`config.mk`:
```
export PLATFORM = sky130hd
export DESIGN_NAME = stuffed_frame_receiver_crc16_flat
export DESIGN_NICKNAME = d
export VERILOG_FILES = /design/src/rtl/sfr_pkg.sv /design/src/rtl/sfr_if.sv /design/src/rtl/sfr_front.sv /design/src/rtl/sfr_queue.sv /design/src/rtl/sfr_back.sv /design/src/rtl/stuffed_frame_receiver_crc16.sv /design/src/flat_wrapper.sv
export VERILOG_INCLUDE_DIRS = /design/src /design/src/rtl
export SDC_FILE = /design/constraint.sdc
export NUM_CORES = 1
export LEC_CHECK = 0
export ABC_AREA = 1
export BUFFER_PORTS_ARGS = -buffer_cell sky130_fd_sc_hd__buf_2
export CORE_MARGIN = 2
export CORE_UTILIZATION = 49
export DETAILED_ROUTE_END_ITERATION = 8
export PLACE_DENSITY = 0.65
export SLEW_MARGIN = 20
export SYNTH_ARGS = -nofsm -noshare
export SYNTH_HDL_FRONTEND = slang
export SYNTH_HIERARCHICAL = 1
export SYNTH_SLANG_ARGS = --single-unit
```
`constraint.sdc`:
```
create_clock -name clk -period 5.78 [get_ports clk]
set_input_delay 0.289 -clock clk [delete_from_list [all_inputs] [get_ports clk]]
set_output_delay 0.289 -clock clk [all_outputs]
set_load 0.02 [all_outputs]
```
`src/rtl/stuffed_frame_receiver_crc16_macros.svh`:
```
// Assertion macros for the stuffed frame receiver.
// Used by the top level; the macros expect signals named clk and rst in scope.
`ifndef STUFFED_FRAME_RECEIVER_CRC16_MACROS_SVH
`define STUFFED_FRAME_RECEIVER_CRC16_MACROS_SVH

// Consequent must hold in the same cycle as the antecedent.
`define SFR_ASSERT_IMP(label, ante, cons, msg) \
  label: assert property (@(posedge clk) disable iff (rst) (ante) |-> (cons)) \
    else $error(msg);

// Consequent must hold in the cycle after the antecedent.
`define SFR_ASSERT_NEXT(label, ante, cons, msg) \
  label: assert property (@(posedge clk) disable iff (rst) (ante) |=> (cons)) \
    else $error(msg);

`endif

```
`src/rtl/sfr_pkg.sv`:
```
// Shared types, codes and the CRC16 byte update for the stuffed frame receiver.
// No dependencies; every other file but the macro header uses this package.
`timescale 1ns / 1ps

package sfr_pkg;

  // Configuration register indexes.
  localparam int unsigned CFG_INDEX_W = 3;
  localparam logic [CFG_INDEX_W-1:0] REG_FRAME_BYTE     = 3'd0;
  localparam logic [CFG_INDEX_W-1:0] REG_OWN_ADDRESS    = 3'd1;
  localparam logic [CFG_INDEX_W-1:0] REG_CRC_POLYNOMIAL = 3'd2;
  localparam logic [CFG_INDEX_W-1:0] REG_CRC_SEED       = 3'd3;
  localparam int unsigned CFG_DATA_W = 16;

  localparam logic [7:0]  FRAME_BYTE_RESET  = 8'd2;
  localparam logic [7:0]  OWN_ADDRESS_RESET = 8'd1;
  localparam logic [15:0] CRC_POLY_RESET    = 16'd4129;
  localparam logic [15:0] CRC_SEED_RESET    = 16'hFFFF;

  // Frame length bookkeeping: start, address, length and two CRC bytes.
  localparam logic [8:0] LEN_OVERHEAD = 9'd5;
  localparam logic [8:0] LEN_UNKNOWN  = 9'd255;

  localparam int unsigned QUEUE_DEPTH = 2;

  // Operations handed from the front to the back.
  localparam logic [2:0] OP_SEED    = 3'd0;
  localparam logic [2:0] OP_ADDR    = 3'd1;
  localparam logic [2:0] OP_CRC     = 3'd2;
  localparam logic [2:0] OP_PAYLOAD = 3'd3;
  localparam logic [2:0] OP_CRC_LO  = 3'd4;
  localparam logic [2:0] OP_END     = 3'd5;
  localparam logic [2:0] OP_RESTART = 3'd6;

  localparam logic KIND_PAYLOAD = 1'b0;
  localparam logic KIND_STATUS  = 1'b1;

  localparam logic [1:0] ST_OK       = 2'd0;
  localparam logic [1:0] ST_ADDRESS  = 2'd1;
  localparam logic [1:0] ST_CRC      = 2'd2;
  localparam logic [1:0] ST_ABORTED  = 2'd3;

  typedef struct packed {
    logic [7:0]  frame_byte;
    logic [7:0]  own_address;
    logic [15:0] crc_polynomial;
    logic [15:0] crc_seed;
  } cfg_t;

  typedef struct packed {
    logic [7:0] byte_in;
  } in_item_t;

  typedef struct packed {
    logic       kind;
    logic [7:0] payload_byte;
    logic [1:0] frame_status;
    logic       sync_bit;
    logic       last;
  } out_item_t;

  typedef struct packed {
    logic [2:0] op;
    logic [7:0] data;
  } op_t;

  // One byte through an MSB-first CRC16, all eight shifts unrolled.
  function automatic logic [15:0] crc16_byte(input logic [15:0] crc_in,
                                             input logic [7:0]  b,
                                             input logic [15:0] poly);
    logic [15:0] c;
    c = crc_in ^ {b, 8'h00};
    for (int j = 0; j < 8; j++) begin
      if (c[15]) begin
        c = {c[14:0], 1'b0} ^ poly;
      end else begin
        c = {c[14:0], 1'b0};
      end
    end
    return c;
  endfunction

endpackage

```
`src/rtl/sfr_if.sv`:
```
// Valid/ready stream interfaces for received bytes and for result items.
// Depends on sfr_pkg for the payload types.
`timescale 1ns / 1ps

interface sfr_byte_if;
  logic              valid;
  logic              ready;
  sfr_pkg::in_item_t data;

  modport source (output valid, output data, input ready);
  modport sink (input valid, input data, output ready);
endinterface

interface sfr_result_if;
  logic               valid;
  logic               ready;
  sfr_pkg::out_item_t data;

  modport source (output valid, output data, input ready);
  modport sink (input valid, input data, output ready);
endinterface

```
`src/rtl/sfr_front.sv`:
```
// Front end: takes raw bytes, removes doubled frame bytes, tracks the frame
// position and length and classifies each stored byte. Depends on sfr_pkg, sfr_if.
`timescale 1ns / 1ps

module sfr_front (
  input  logic          clk,
  input  logic          rst,
  input  sfr_pkg::cfg_t cfg,
  sfr_byte_if.sink      bytes,
  input  logic          q_full,
  output logic          q_push,
  output sfr_pkg::op_t  q_entry
);
  import sfr_pkg::*;

  logic [8:0] position;
  logic [8:0] position_next;
  logic [8:0] frame_length;
  logic [8:0] frame_length_next;
  logic       escape_pending;
  logic       escape_pending_next;

  logic       accept;
  logic       is_fb;
  logic       store;
  logic       restart;
  logic [9:0] pos_plus1;
  logic [9:0] pos_plus2;
  logic [7:0] b;

  assign bytes.ready = !q_full;
  assign accept      = bytes.valid && bytes.ready;
  assign b           = bytes.data.byte_in;
  assign is_fb       = (b == cfg.frame_byte);
  assign pos_plus1   = {1'b0, position} + 10'd1;
  assign pos_plus2   = {1'b0, position} + 10'd2;

  always_comb begin
    position_next       = position;
    frame_length_next   = frame_length;
    escape_pending_next = escape_pending;
    store               = 1'b0;
    restart             = 1'b0;
    q_push              = 1'b0;
    q_entry.op          = OP_SEED;
    q_entry.data        = b;

    if (accept) begin
      // A frame byte opens a frame directly; elsewhere it must come doubled.
      priority if (position == 9'd0 && is_fb) begin
        store = 1'b1;
      end else if (escape_pending) begin
        escape_pending_next = 1'b0;
        if (is_fb) begin
          store = 1'b1;
        end else begin
          restart = 1'b1;
        end
      end else if (is_fb) begin
        escape_pending_next = 1'b1;
      end else begin
        store = 1'b1;
      end

      if (restart) begin
        q_push            = 1'b1;
        q_entry.op        = OP_RESTART;
        position_next     = 9'd2;
        frame_length_next = LEN_UNKNOWN;
      end

      if (store) begin
        q_push = 1'b1;
        priority if (position == 9'd0) begin
          q_entry.op = OP_SEED;
        end else if (position == 9'd1) begin
          q_entry.op = OP_ADDR;
        end else if (position == 9'd2) begin
          q_entry.op = OP_CRC;
        end else if (pos_plus1 == {1'b0, frame_length}) begin
          q_entry.op = OP_END;
        end else if (pos_plus2 < {1'b0, frame_length}) begin
          q_entry.op = OP_PAYLOAD;
        end else begin
          q_entry.op = OP_CRC_LO;
        end

        if (q_entry.op == OP_END) begin
          position_next       = 9'd0;
          frame_length_next   = LEN_UNKNOWN;
          escape_pending_next = 1'b0;
        end else begin
          position_next = position + 9'd1;
          if (position == 9'd2) begin
            frame_length_next = {1'b0, b} + LEN_OVERHEAD;
          end
        end
      end
    end
  end

  always_ff @(posedge clk) begin
    if (rst) begin
      position       <= 9'd0;
      frame_length   <= LEN_UNKNOWN;
      escape_pending <= 1'b0;
    end else begin
      position       <= position_next;
      frame_length   <= frame_length_next;
      escape_pending <= escape_pending_next;
    end
  end

endmodule

```
`src/rtl/sfr_queue.sv`:
```
// Short register FIFO of classified operations between front and back.
// Depends on sfr_pkg for the entry type.
`timescale 1ns / 1ps

module sfr_queue #(
  parameter int unsigned Depth = sfr_pkg::QUEUE_DEPTH
) (
  input  logic         clk,
  input  logic         rst,
  input  logic         push,
  input  sfr_pkg::op_t push_entry,
  input  logic         pop,
  output sfr_pkg::op_t head,
  output logic         empty,
  output logic         full
);
  import sfr_pkg::*;

  localparam int unsigned PtrW = (Depth > 1) ? $clog2(Depth) : 1;
  localparam int unsigned CntW = $clog2(Depth + 1);

  op_t            entries [Depth];
  logic [PtrW-1:0] wr_ptr;
  logic [PtrW-1:0] rd_ptr;
  logic [CntW-1:0] count;

  assign empty = (count == '0);
  assign full  = (count == CntW'(Depth));
  assign head  = entries[rd_ptr];

  function automatic logic [PtrW-1:0] ptr_inc(input logic [PtrW-1:0] p);
    if (p == PtrW'(Depth - 1)) begin
      return '0;
    end
    return p + 1'b1;
  endfunction

  always_ff @(posedge clk) begin
    if (push) begin
      entries[wr_ptr] <= push_entry;
    end
  end

  always_ff @(posedge clk) begin
    if (rst) begin
      wr_ptr <= '0;
      rd_ptr <= '0;
      count  <= '0;
    end else begin
      if (push) begin
        wr_ptr <= ptr_inc(wr_ptr);
      end
      if (pop) begin
        rd_ptr <= ptr_inc(rd_ptr);
      end
      if (push && !pop) begin
        count <= count + 1'b1;
      end else if (pop && !push) begin
        count <= count - 1'b1;
      end
    end
  end

endmodule

```
`src/rtl/sfr_back.sv`:
```
// Back end: runs the CRC, holds address and CRC low byte, checks the frame at
// its end and drives the registered result stage. Depends on sfr_pkg, sfr_if.
`timescale 1ns / 1ps

module sfr_back (
  input  logic          clk,
  input  logic          rst,
  input  sfr_pkg::cfg_t cfg,
  input  sfr_pkg::op_t  q_head,
  input  logic          q_empty,
  output logic          q_pop,
  sfr_result_if.source  results
);
  import sfr_pkg::*;

  logic [15:0] running_crc;
  logic [7:0]  address_hold;
  logic [7:0]  crc_low_hold;
  logic        out_valid;
  out_item_t   out_data;

  logic        emits;
  logic        out_free;
  logic [15:0] crc_base;
  logic [15:0] crc_next;
  logic [1:0]  end_status;

  assign results.valid = out_valid;
  assign results.data  = out_data;

  always_comb begin
    unique case (q_head.op)
      OP_PAYLOAD, OP_END, OP_RESTART: emits = 1'b1;
      default:                        emits = 1'b0;
    endcase
  end

  assign out_free = !out_valid || results.ready;
  assign q_pop    = !q_empty && (!emits || out_free);

  // A restart folds its address byte into a fresh seed.
  assign crc_base = (q_head.op == OP_RESTART) ? cfg.crc_seed : running_crc;
  assign crc_next = crc16_byte(crc_base, q_head.data, cfg.crc_polynomial);

  always_comb begin
    priority if ((address_hold & cfg.frame_byte) != cfg.own_address) begin
      end_status = ST_ADDRESS;
    end else if (running_crc[7:0] != crc_low_hold || running_crc[15:8] != q_head.data) begin
      end_status = ST_CRC;
    end else begin
      end_status = ST_OK;
    end
  end

  always_ff @(posedge clk) begin
    if (q_pop) begin
      unique case (q_head.op)
        OP_SEED: begin
          running_crc <= cfg.crc_seed;
        end
        OP_ADDR, OP_RESTART: begin
          running_crc  <= crc_next;
          address_hold <= q_head.data;
        end
        OP_CRC, OP_PAYLOAD: begin
          running_crc <= crc_next;
        end
        OP_CRC_LO: begin
          crc_low_hold <= q_head.data;
        end
        default: begin
        end
      endcase

      if (emits) begin
        unique case (q_head.op)
          OP_PAYLOAD: begin
            out_data.kind         <= KIND_PAYLOAD;
            out_data.payload_byte <= q_head.data;
            out_data.frame_status <= ST_OK;
            out_data.sync_bit     <= 1'b0;
            out_data.last         <= 1'b0;
          end
          OP_END: begin
            out_data.kind         <= KIND_STATUS;
            out_data.payload_byte <= 8'd0;
            out_data.frame_status <= end_status;
            out_data.sync_bit     <= address_hold[7];
            out_data.last         <= 1'b1;
          end
          default: begin
            out_data.kind         <= KIND_STATUS;
            out_data.payload_byte <= 8'd0;
            out_data.frame_status <= ST_ABORTED;
            out_data.sync_bit     <= 1'b0;
            out_data.last         <= 1'b1;
          end
        endcase
      end
    end
  end

  always_ff @(posedge clk) begin
    if (rst) begin
      out_valid <= 1'b0;
    end else if (q_pop && emits) begin
      out_valid <= 1'b1;
    end else if (results.ready) begin
      out_valid <= 1'b0;
    end
  end

endmodule

```
`src/rtl/stuffed_frame_receiver_crc16.sv`:
```
// Result valid rises once the byte that causes it has been written into the queue
// at its transfer and the back end has then loaded the result register.
// Throughput: one byte per cycle while results are taken; the CRC16 update is unrolled.
// A stalled result side fills the QueueDepth-entry queue, after which bytes are held off.
// Reset (synchronous, active high) clears framing state, queue and result valid,
// and sets the configuration registers to their defaults; no clearing pass.
`timescale 1ns / 1ps
`include "stuffed_frame_receiver_crc16_macros.svh"

module stuffed_frame_receiver_crc16 #(
  parameter int unsigned QueueDepth = sfr_pkg::QUEUE_DEPTH
) (
  input  logic                             clk,
  input  logic                             rst,
  input  logic                             wr_en,
  input  logic [sfr_pkg::CFG_INDEX_W-1:0]  wr_index,
  input  logic [sfr_pkg::CFG_DATA_W-1:0]   wr_data,
  sfr_byte_if.sink                         bytes,
  sfr_result_if.source                     results
);
  import sfr_pkg::*;

  cfg_t cfg;
  logic q_push;
  logic q_pop;
  logic q_empty;
  logic q_full;
  op_t  q_entry;
  op_t  q_head;

  always_ff @(posedge clk) begin
    if (rst) begin
      cfg.frame_byte     <= FRAME_BYTE_RESET;
      cfg.own_address    <= OWN_ADDRESS_RESET;
      cfg.crc_polynomial <= CRC_POLY_RESET;
      cfg.crc_seed       <= CRC_SEED_RESET;
    end else if (wr_en) begin
      unique case (wr_index)
        REG_FRAME_BYTE:     cfg.frame_byte     <= wr_data[7:0];
        REG_OWN_ADDRESS:    cfg.own_address    <= wr_data[7:0];
        REG_CRC_POLYNOMIAL: cfg.crc_polynomial <= wr_data[15:0];
        REG_CRC_SEED:       cfg.crc_seed       <= wr_data[15:0];
        default: begin
        end
      endcase
    end
  end

  sfr_front u_front (
    .clk     (clk),
    .rst     (rst),
    .cfg     (cfg),
    .bytes   (bytes),
    .q_full  (q_full),
    .q_push  (q_push),
    .q_entry (q_entry)
  );

  sfr_queue #(
    .Depth (QueueDepth)
  ) u_queue (
    .clk        (clk),
    .rst        (rst),
    .push       (q_push),
    .push_entry (q_entry),
    .pop        (q_pop),
    .head       (q_head),
    .empty      (q_empty),
    .full       (q_full)
  );

  sfr_back u_back (
    .clk     (clk),
    .rst     (rst),
    .cfg     (cfg),
    .q_head  (q_head),
    .q_empty (q_empty),
    .q_pop   (q_pop),
    .results (results)
  );

  `SFR_ASSERT_IMP(a_queue_no_overflow, q_push, !q_full || q_pop, "queue written while full")
  `SFR_ASSERT_IMP(a_no_pop_when_empty, q_pop, !q_empty, "queue read while empty")
  `SFR_ASSERT_IMP(a_last_marks_status, results.valid,
                  results.data.last == results.data.kind, "last does not match kind")
  `SFR_ASSERT_IMP(a_clear_after_reset, $fell(rst), !results.valid, "result valid just after reset")
  `SFR_ASSERT_NEXT(a_result_held, results.valid && !results.ready,
                   results.valid && $stable(results.data), "result changed while stalled")

endmodule

```
`src/flat_wrapper.sv`:
```
// flat-port wrapper written by rule: the top's interface ports become plain ports
module stuffed_frame_receiver_crc16_flat import sfr_pkg::*;
#(
  parameter int unsigned QueueDepth = sfr_pkg::QUEUE_DEPTH
)
  (clk, rst, wr_en, wr_index, wr_data, bytes_valid, bytes_data, bytes_ready, results_valid, results_data, results_ready);
  sfr_byte_if bytes_i ();
  sfr_result_if results_i ();
  input  logic clk;
  input  logic rst;
  input  logic wr_en;
  input  logic [sfr_pkg::CFG_INDEX_W-1:0] wr_index;
  input  logic [sfr_pkg::CFG_DATA_W-1:0] wr_data;
  input wire logic [$bits(bytes_i.valid)-1:0] bytes_valid;
  input wire logic [$bits(bytes_i.data)-1:0] bytes_data;
  output wire logic [$bits(bytes_i.ready)-1:0] bytes_ready;
  output wire logic [$bits(results_i.valid)-1:0] results_valid;
  output wire logic [$bits(results_i.data)-1:0] results_data;
  input wire logic [$bits(results_i.ready)-1:0] results_ready;
  assign bytes_i.valid = bytes_valid;
  assign bytes_i.data = bytes_data;
  assign bytes_ready = bytes_i.ready;
  assign results_valid = results_i.valid;
  assign results_data = results_i.data;
  assign results_i.ready = results_ready;
  stuffed_frame_receiver_crc16 #(.QueueDepth(QueueDepth)) u_core (.clk(clk), .rst(rst), .wr_en(wr_en), .wr_index(wr_index), .wr_data(wr_data), .bytes(bytes_i), .results(results_i));
endmodule
```
==> out/results.ini <==
[place]
dp_hpwl_mm=21.7
gp_congestion=0.925
io_buffers=46
dp_cells=1826
place_area_sq_um=10500

[die]
coreArea_sq_um=21000
ios=47
die_w_microns=150
rows=53
die_y_microns=150
start_util=0.496
die-area_sq_um=22400

[yosys]
syn_area_sq_um=10400
synth_warnings=6
synth-edff-count=66
ys.flop_type=dfxtp_1
async_reset_ff_frac=0
netlist_top_cells_count=540 x nand2_1, 230 x nand3_1, 164 x inv_1
synth_area_per_cell_sq_um=6.60
synth_area_leaders=nand2_1 19%, edfxtp_1 19%, dfxtp_1 14%, nand3_1 11%, inv_1 5.9%
ys_ff_latch=139
syn_inst=1576
yosysSeqAreaShare=0.331
yosysTopAreaCell=nand2_1
synth_top_cell_area_share=0.195
ys_types=43
synth_most_common_cell=nand2_1
syn-num-nets=1626

[drt]
drc=0
final_antenna_net_count=0
first_iter_violations=1120
routed_via_density=5.31
first_pass_iters=6
routed_wl_mm=29.0
num_vias=9859
routedWlPerCell_microns=15.6

[cts]
cts_tree=done
numCtsBuffers=17
hold_buffers=0
cts_buffer_depth=2
cts_root_buf=clkbuf_16
htreeDepth=4
clk_latency_ns=0.43
clkSinkCount=139
clkTransAtPathRegs_ns=0.06

[grt]
antenna_found_initial=0
grt_pass1_wl_mm=45.9
overflow=0
grt_max_degree=49
grt_pass1_vias=8615
grt_usage=0.263

[run]
drv_cap=0

[sta]
relSlewSlack=0.291
min_period_ns=5.23
tns_ns=0
finalMaxSlewViolations=0
fmax_mhz=191
worst_pin_slew_ns=1.06
rsz0062_at_grt=no
setup_viol=0
hold_violations=0
fin_crit_sh=0.905
clock_skew_ns=0.0141

[final_layout]
final_nets=1620
antennaDiodeCount=0
drive_gt1_frac=0.107
final_cells=1858
post-route-cell-area_sq_um=11100
area_growth_pct=7.21
postLayoutCoreUtil=0.532

[critical_path]
cp-end-kind=register
critical_path_class=register to register
crit_path_max_incr_delay_ns=0.48
cp-start-kind=register
crit_arrival_ns=5.41
path_max_fanout=31
cp.required_ns=5.96
critPathSlowestCell=dfxtp_2
worst_path_most_repeated_cell=nand2_1

[power]
power_w=0.00664
powerDensity_nw_per_um2=596
cellLeakagePower_nw=5.39
peakVddDrop_mv=0.298

[run_status]
outcome=completed

[min_path]
min_path_type=primary input to register

-- worst max-delay path, delay by kind of cell (launching register included) --
family | cells | cell delay (ns)
buf+inv | 3 | 0.43
simple gates | 24 | 3.65
flops | 1 | 0.48
mux | 1 | 0.40
-- final cells by class --
cell class	count	area [sq um]
Inverter	186	701
Tap cell	275	344
Multi-Input combinational cell	1172	5780
Sequential cell	139	3440
Fill cell	2117	9810
Timing Repair Buffer	54	290
Clock buffer	18	450
Clock inverter	14	134
-- stage by stage --
step                      setup WS, ns  hold slack, ns
final                            0.547          0.0874
after global routing            0.0429          0.0828
after CTS                        0.155          0.0744
after detailed placement         0.200           0.468
after global placement           0.508           0.448
after floorplan                   2.32           0.358
-- layout by cell type (no fill, tap or decap), types with 3 or more instances in the layout --
cell type  instances
nand2_1          539
nand3_1          230
inv_1            165
nor2_1           120
dfxtp_1           72
edfxtp_1          66
a21oi_1           51
buf_2             46
xor2_1            42
o21ai_0           30
xnor2_1           29
nand4_1           28
inv_2             20
clkbuf_16         18
ha_1              18
nand2_2           15
mux2_2            11
nor2_2             9
buf_4              8
nand3_2            7
nor2_4             6
nor3_1             6
inv_6              4
nand2_4            4
clkinv_4           3
a221oi_1           3
o211ai_1           3
-- path summary, 6_finish.rpt --
path	to	depth (start not counted)	slack, ns	start
min	u_core/cfg[12]	3	0.09	wr_data[12]
max reg2reg	u_core/u_back/running_crc[3]	28	0.55	register
min reg2reg	u_core/cfg[0]	2	0.48	u_core/cfg[0]
max	u_core/u_back/running_crc[3]	28	0.55	register
-- where the power goes --
group	total, W	switching (W)	internal [W]
combinational	0.00409	0.00282	0.00127
sequential	0.00147	0.000160	0.00131
clock	0.00108	0.000455	0.000628
total	0.00664	0.00343	0.00321
-- layer usage --
metal  global-route usage  vias to the layer above  wire length [microns]  share of wire
met5                    0                        -                      0              0
met4               0.0495                        0                    276         0.0095
met3               0.0399                       24                   2320          0.080
met2                0.409                      355                  12900           0.45
met1                0.390                     4468                  13500           0.46
li1                     -                     5012                      -              -
-- timing repair --
item	4_1_cts	5_1_grt
gates resized for setup	0	4
buffers inserted	0	0
endpoints found under the setup margin	0	16
-- flip-flops by register name, summed over array words and instances (netlist names), named ones only --
| signal | flops |
|---|---|
| u_core/u_back/results.valid | 1 |
| u_core/u_back/address_hold | 8 |
| u_core/u_front/escape_pending | 1 |
| u_core/u_queue/rd_ptr | 1 |
| u_core/u_front/frame_length | 9 |
| u_core/u_back/crc_low_hold | 8 |
| u_core/u_back/results.data | 12 |
| u_core/u_queue/entries | 22 |
| u_core/u_front/position | 9 |
| u_core/u_queue/wr_ptr | 1 |
| u_core/u_back/running_crc | 16 |
| u_core/cfg | 48 |
| u_core/u_queue/count | 2 |
-- logic make-up after synthesis --
group	count (synthesis)	synth area share
and+or+nand+nor	976	0.410
buffers and inverters	265	0.115
DFF	139	0.331
AOI/OAI and AO/OA	96	0.0505
xor gates and xnor gates	71	0.0598
adders and majority gates	18	0.0217
muxes	11	0.0119
(Power assumes the default switching activity.)
